### src/rtl/salc_pkg.sv
package salc_pkg;

    typedef enum logic [2:0] {
        ST_CLEAR,
        ST_IDLE,
        ST_DECODE,
        ST_SCAN,
        ST_UPDATE
    } salc_state_t;

    localparam logic [1:0] ACT_ILOAD = 2'd0;
    localparam logic [1:0] ACT_DLOAD = 2'd1;
    localparam logic [1:0] ACT_STORE = 2'd2;
    localparam logic [1:0] ACT_NONE  = 2'd3;

    localparam logic [2:0] REG_SPLIT  = 3'd0;
    localparam logic [2:0] REG_OFFSET = 3'd1;
    localparam logic [2:0] REG_DSETS  = 3'd2;
    localparam logic [2:0] REG_ISETS  = 3'd3;
    localparam logic [2:0] REG_WAYS   = 3'd4;
    localparam logic [2:0] REG_WBACK  = 3'd5;
    localparam logic [2:0] REG_WALLOC = 3'd6;

    localparam int CFG_W  = 4;
    localparam int CNT7_W = 7;

    // result of one pass of the way scan
    typedef struct packed {
        logic hit;
        logic free;
    } scan_flags_t;

endpackage

### src/rtl/salc_scan.sv
module salc_scan #(
    parameter int WAY_W = 3,
    parameter int TAG_W = 30,
    parameter int RW    = 3
) (
    input  logic                 clk,
    input  logic                 rst_n,
    input  logic                 start,
    input  logic                 step,
    input  logic [WAY_W-1:0]     idx,
    input  logic                 line_valid,
    input  logic [TAG_W-1:0]     line_tag,
    input  logic [RW-1:0]        line_rank,
    input  logic [TAG_W-1:0]     ref_tag,
    output salc_pkg::scan_flags_t flags,
    output logic [WAY_W-1:0]     hit_way,
    output logic [WAY_W-1:0]     free_way,
    output logic [WAY_W-1:0]     worst_way
);
    import salc_pkg::*;

    scan_flags_t      flags_reg, flags_next;
    logic [WAY_W-1:0] hit_way_reg, hit_way_next;
    logic [WAY_W-1:0] free_way_reg, free_way_next;
    logic [WAY_W-1:0] worst_way_reg, worst_way_next;
    logic [RW-1:0]    worst_rank_reg, worst_rank_next;
    logic             tag_eq;

    // the single shared tag comparator
    assign tag_eq = (line_tag == ref_tag);

    always_comb
    begin
        flags_next      = flags_reg;
        hit_way_next    = hit_way_reg;
        free_way_next   = free_way_reg;
        worst_way_next  = worst_way_reg;
        worst_rank_next = worst_rank_reg;
        if (start)
        begin
            flags_next = '0;
        end
        else if (step)
        begin
            if (!flags_reg.hit && line_valid && tag_eq)
            begin
                flags_next.hit = 1'b1;
                hit_way_next   = idx;
            end
            if (!flags_reg.free && !line_valid)
            begin
                flags_next.free = 1'b1;
                free_way_next   = idx;
            end
            // highest rank, lowest way on a tie
            if (idx == '0 || line_rank > worst_rank_reg)
            begin
                worst_way_next  = idx;
                worst_rank_next = line_rank;
            end
        end
    end

    always_ff @(posedge clk or negedge rst_n)
    begin
        if (!rst_n)
        begin
            flags_reg <= '0;
        end
        else
        begin
            flags_reg <= flags_next;
        end
    end

    always_ff @(posedge clk)
    begin
        hit_way_reg    <= hit_way_next;
        free_way_reg   <= free_way_next;
        worst_way_reg  <= worst_way_next;
        worst_rank_reg <= worst_rank_next;
    end

    assign flags     = flags_reg;
    assign hit_way   = hit_way_reg;
    assign free_way  = free_way_reg;
    assign worst_way = worst_way_reg;

endmodule

### config.mk
export PLATFORM = sky130hd
export DESIGN_NAME = salc_scan
export DESIGN_NICKNAME = d
export VERILOG_FILES = /design/src/rtl/salc_pkg.sv /design/src/rtl/salc_scan.sv
export SDC_FILE = /design/constraint.sdc
export NUM_CORES = 1
export LEC_CHECK = 0
export ABC_AREA = 1
export BUFFER_PORTS_ARGS = -buffer_cell sky130_fd_sc_hd__buf_2
export CAP_MARGIN = 20
export CORE_MARGIN = 2
export CORE_UTILIZATION = 41
export DETAILED_ROUTE_END_ITERATION = 16
export HOLD_SLACK_MARGIN = 0.06
export PLACE_DENSITY = 0.92
export SYNTH_ARGS = -nofsm -noshare
export SYNTH_HDL_FRONTEND = slang
export SYNTH_SLANG_ARGS = --single-unit
### constraint.sdc
create_clock -name clk -period 2.05 [get_ports clk]
set_clock_uncertainty 0.15 [all_clocks]
set_input_delay 0.41 -clock clk [delete_from_list [all_inputs] [get_ports clk]]
set_output_delay 0.41 -clock clk [all_outputs]
set_load 0.01 [all_outputs]
Yosys cells after proc, flatten, opt, wreduce, memory -nomap -nowiden
Index checks and enable logic that the tools add are counted.
{"block": "totals", "latchBits": 0, "in_bits": 71, "ramBits": 0, "romBits": 0, "register_bits": 14, "word_cells": 29, "mem_count": 0, "output_inout_bits": 11}
{"block": "classes", "multipliers": 0, "n_mux": 4, "order_cmp": 1, "shift": 0, "n_reduce_logical": 16, "n_addsub": 0, "bitwise": 1, "eq_ne": 1, "div_mod_pow": 0}
{"cell": "$eq A30 B30 Y1", "count": 1}
{"cell": "$reduce_and A3 Y1", "count": 3}
{"cell": "$reduce_bool A2 Y1", "count": 3}
{"cell": "$mux W2", "count": 2}
{"cell": "$reduce_and A2 Y1", "count": 2}
{"cell": "$gt A3 B3 Y1", "count": 1}
{"cell": "$logic_and A1 B1 Y1", "count": 3}
{"cell": "$logic_not A1 Y1", "count": 3}
{"cell": "$logic_not A3 Y1", "count": 1}
{"cell": "$mux W1", "count": 2}
{"cell": "$logic_or A1 B1 Y1", "count": 1}
{"cell": "$not A1 Y1", "count": 1}

Logic depth before layout (Yosys ltp)
{"block": "logic_depth", "word_depth": 6, "depth_mapped": 9, "depth_no_buf": 9}

Least setup slack after synthesis
OpenSTA, ideal clock, no wires.
{"block": "synth_path", "path_type": "input to register", "from": "in line_rank[2]", "to": "reg worst_rank_reg[0] (enable)", "setup_time_ns": 0.363, "path_slack_ns": 0.253, "path_stages": 5, "t_arrival_ns": 1.284, "required_ns": 1.537, "n_path_buf": 0, "cell_sequence": "ha_1 nand2_1 o21ai_0 nand2_1 a21oi_1"}
{"block": "synth_between", "elab_chain_len": 3}
{"element": "start, declared", "line": "salc_scan.sv:13", "text": "input logic [RW-1:0] line_rank,"}
{"element": "$gt A3 B3 Y1", "line": "salc_scan.sv:56", "text": "if (idx == '0 || line_rank > worst_rank_reg)"}
{"element": "$logic_or A1 B1 Y1", "line": "salc_scan.sv:56"}
{"element": "$reduce_and A3 Y1 (no line)"}
{"element": "end signal, assigned", "line": "salc_scan.sv:81", "text": "worst_rank_reg <= worst_rank_next;"}
{"element": "end, declared", "line": "salc_scan.sv:26", "text": "logic [RW-1:0] worst_rank_reg, worst_rank_next;"}
No other way between the ends.
A chain may end at the register's enable or synchronous reset.

Worst setup path after layout
{"block": "layout_path", "from": "reg worst_rank_reg[2]", "to": "reg worst_rank_reg[2] (enable)"}
{"block": "layout_between", "elab_chain_len": 3}
{"element": "$gt A3 B3 Y1", "line": "salc_scan.sv:56"}
{"element": "$logic_or A1 B1 Y1", "line": "salc_scan.sv:56"}
{"element": "$reduce_and A3 Y1 (no line)"}
No other way between the ends.

==> results.md <==
- The flow ran to the end, and the final reports show no timing, DRC or antenna violations.
- The worst supply voltage drop on vdd is about 0.43 mV.
- STA puts the critical path data required time at between 1500 and 2000 ps.
- The width of the die is 57.7 um.
- The total setup buffers inserted after CTS is 0.
- The total congestion overflow is 0.
- The tree built by TritonCTS fans out to 14 sinks.
- The repair_antennas step left the layout with diodes totalling 0.
- The period utilization is 0.801.
- The maximum number of pins on one net before global-route repair is 9.
- The number of nets with antenna violations after routing is 0.
- The wire length reported by the detailed router is 2930 um.
- Excluding fillers, the count of instances in the completed layout stands at between 200 and 300.
- Dividing the detail-routed via count by the number of cells gives 4.61.
- Of the total power, the share spent switching nets is 0.266.
- The floorplan step defined a die boundary enclosing around 3300 um^2.
- The mapped netlist covers 1180 um^2.
- The post-synthesis cell count is 166.
- On the worst path, the slowest cell contributes a delay of approximately 330 ps.
- The core outline area is around 2800 um^2.
- The total of endpoints with negative setup slack in the final report is 0.
- The critical path is of the reg -> reg type.
- Of the cells placed in the final design, the portion with a size suffix greater than 1 is 0.368.
- The post-synthesis net count is between 200 and 250.
- The number of levels the H-tree was split into is 1.
- For this design the static power due to leakage is 0.894 nW.
- The power share of the clock group is 0.251.
- The tool flagged a number of max-cap violations equal to 0.
- In the final routing, the length of wire on met1 measures roughly 1100 um.
- After synthesis, the cell types taking the most area are edfxtp_1 (31%), nand2_1 (16%), xnor2_1 (14%), inv_1 (9.2%), nor2_1 (6.7%).
- The wire-length estimate of the detail-placed layout is about 2700 um.
- The path type of the worst min-delay path is in -> reg.
- The internal power summed over all cells is between 500 and 600 uW.
- The completed layout was analyzed and its total power is between 700 and 800 uW.
- Summed over all nets, the switching power comes to 197 uW.
- After clock tree synthesis, the repair step resized 0 gates.
- For this configuration, the core starts out at a cell density of 0.428.
- Broken down by cell family, the worst path's largest delay share belongs to flip-flops.
- After clock tree synthesis, the clock-pin slew on the worst setup and hold paths is approximately 80 ps.
- The share of total power dissipated in combinational logic is 0.315.
- The height of the chip is 57.7 um.
- The area fraction of the dominant cell type after synthesis is 0.305.
- The number of top-level pins is just over 80.
- The top routing layer in use is met4.
- After floorplanning, the core was divided into 19 placement rows.
- The violation count after the first detailed-route iteration is 27.
- The number of global-route vias before repair is around 1200.
- After detailed routing, the number of remaining DRC violations is 0.
- No sink is reached through more buffers than the 2 on the longest clock path.
- The length in cells of the worst reg-to-reg path is 7.
- For this run, the number of Yosys warnings is 0.
- The final max-slew violation count was 0.
- The critical register-to-register path startpoint is worst_rank_reg[2].
- The area growth from synthesis to layout is 42.2%.
- Walking the worst path, the cells encountered are inv_1 > ha_1 > nand2_1 > o21ai_0 > nand2_1 > a21oi_1 > buf_4.
- The global-route wire length before repair is 4520 um.
- The met3 routed wirelength is 255 um.
- For this run, the top clock speed supported by timing is around 0.61 GHz.
- The number of hold violations in the final report is 0.
- The cell repeated most along the worst path is nand2_1.
- The synthesized design contains 14 register bits.
- Setup repair after global routing left no endpoint under its margin.
- The quantity of I/O buffers inserted on ports is 81.
- Power spread over the standard cell area amounts to 440 nW/um^2.
- The number of library cell types mapped by synthesis is 21.
- The instance count after placement with tap cells included is roughly 280.
- After detailed routing, the average wire length per cell comes to 10.3 um.
- In this run the most critical hold path is launched from line_rank[0].
- The worst setup path is captured at a flop.
- The clock reaches the later pin of the worst-skew pair after 270 ps.
- For flop-to-flop paths, the worst setup slack is 410 ps.
- The worst hold path terminates at worst_rank_reg[0].
- For the pin with the worst max-slew slack, the measured transition is approximately 450 ps.
- The number of nets in the layout is 328.
- The biggest area contributor in the post-synthesis netlist is edfxtp_1.
- The data arrival time of the critical path is 1480 ps.
- The initial antenna violation count is 0.
- The clock period could shrink to 1640 ps.
- The relative max-transition margin is 0.698.
- In this run the mean area of a mapped cell was 7.12 um^2.
- The first detailed-routing pass took 4 iterations.
- The slowest stage of the critical path is the edfxtp_1 cell.
- The cts-stage hold buffer count is 1.
- The fraction of power consumed by sequential logic is 0.434.
- The worst register-to-register path ends at worst_rank_reg[2].
- TritonCTS created 3 clock buffers.
- The routed design uses 1550 um of met2 wire.
- Counting instances, the worst hold path has a depth of 1.
- Counting the fill cells in the layout gives between 200 and 300.
- The number of buffers and inverters on the critical path is 2.
- The post-synthesis sequential area ratio is 0.347.
- STA classifies the critical path startpoint as a flop.
- TritonCTS built the clock tree.
- The routability congestion estimate is 0.840.
- Detailed routing inserted a total of 1310 vias.
- For this run, the total global-route usage over all layers was measured as 0.173.
- CTS placed an instance of clkbuf_4 at the clock tree root.
- The worst hold margin is 177 ps.
- The largest fanout on the critical path is 6.
- The final-layout setup total negative slack is 0 ps.
[synthesized netlist by cell type]
master	n
xnor2_2	2
nor2_2	1
nor2_1	21
a21oi_2	1
nand2_1	49
inv_2	1
edfxtp_1	12
and2_1	1
o21ai_0	5
dfrtp_1	2
a21oi_1	2
o21ai_1	1
nand3_1	7
inv_1	29
nand2_2	2
or3_1	1
nor3_1	1
nand3b_1	1
ha_1	3
xnor2_1	19
nand4_1	5
[through the flow]
stage / util / worst slack (ps) / instance area, um^2
3_5_place_dp: 0.592 / 243 / 1630
6_report: 0.609 / 407 / 1680
4_1_cts: 0.609 / 392 / 1680
5_1_grt: 0.609 / 239 / 1680
3_3_place_gp: 0.592 / 262 / 1630
2_1_floorplan: - / 253 / 1180
[worst max-delay path by stage]
stage | start | end | cells after the start
2_1_floorplan | line_rank[2] | worst_rank_reg[0] | 5
3_3_place_gp | start | hit_way[0] | 8
3_5_place_dp | line_rank[2] | worst_rank_reg[2] | 7
4_1_cts | worst_rank_reg[2] | worst_rank_reg[2] | 7
5_1_grt | worst_rank_reg[2] | worst_rank_reg[0] | 7
6_report | worst_rank_reg[2] | worst_rank_reg[2] | 7
[routing by layer]
layer	up-vias	global-route usage
met3	2	0.0313
met2	64	0.359
met1	553	0.166
met4	0	0.0565
met5	-	0
li1	691	-
[placed cells by master, fill, tap and decap left out, types with 2 or more instances in the layout]
cell and instances:
buf_2 81, nand2_1 49, inv_1 29, nor2_1 21, xnor2_1 19, edfxtp_1 12, nand3_1 7, nand4_1 5
o21ai_0 5, ha_1 3, clkbuf_4 3, xnor2_2 2, nand2_2 2, a21oi_1 2, dfrtp_1 2
[cell type report]
type                            instances  area, um^2  area share
Inverter                               30         113      0.0671
Tap cell                               31        38.8      0.0231
Multi-Input combinational cell        122         658       0.392
Timing Repair Buffer                   83         423       0.252
Clock buffer                            4        36.3      0.0216
Sequential cell                        14         410       0.244
[cells by family after synthesis]
logic type,after synthesis,share of synthesized area
AND/OR/NAND/NOR,89,0.316
buffers and inverters,30,0.0953
XOR/XNOR,21,0.168
flip-flops,14,0.347
AO/OA/AOI/OAI,9,0.0413
adder cells (fa/ha/maj),3,0.0318
[power groups by stage]
stage / combinational [mW] / sequential, mW / clock, mW
global placement: 0.225 / 0.327 / 0
finish: 0.233 / 0.321 / 0.185
detailed placement: 0.232 / 0.327 / 0
global route: 0.260 / 0.322 / 0.202
CTS: 0.234 / 0.321 / 0.191
floorplan: 0.115 / 0.330 / 0
No activity file was read; power rests on OpenSTA's default activity.
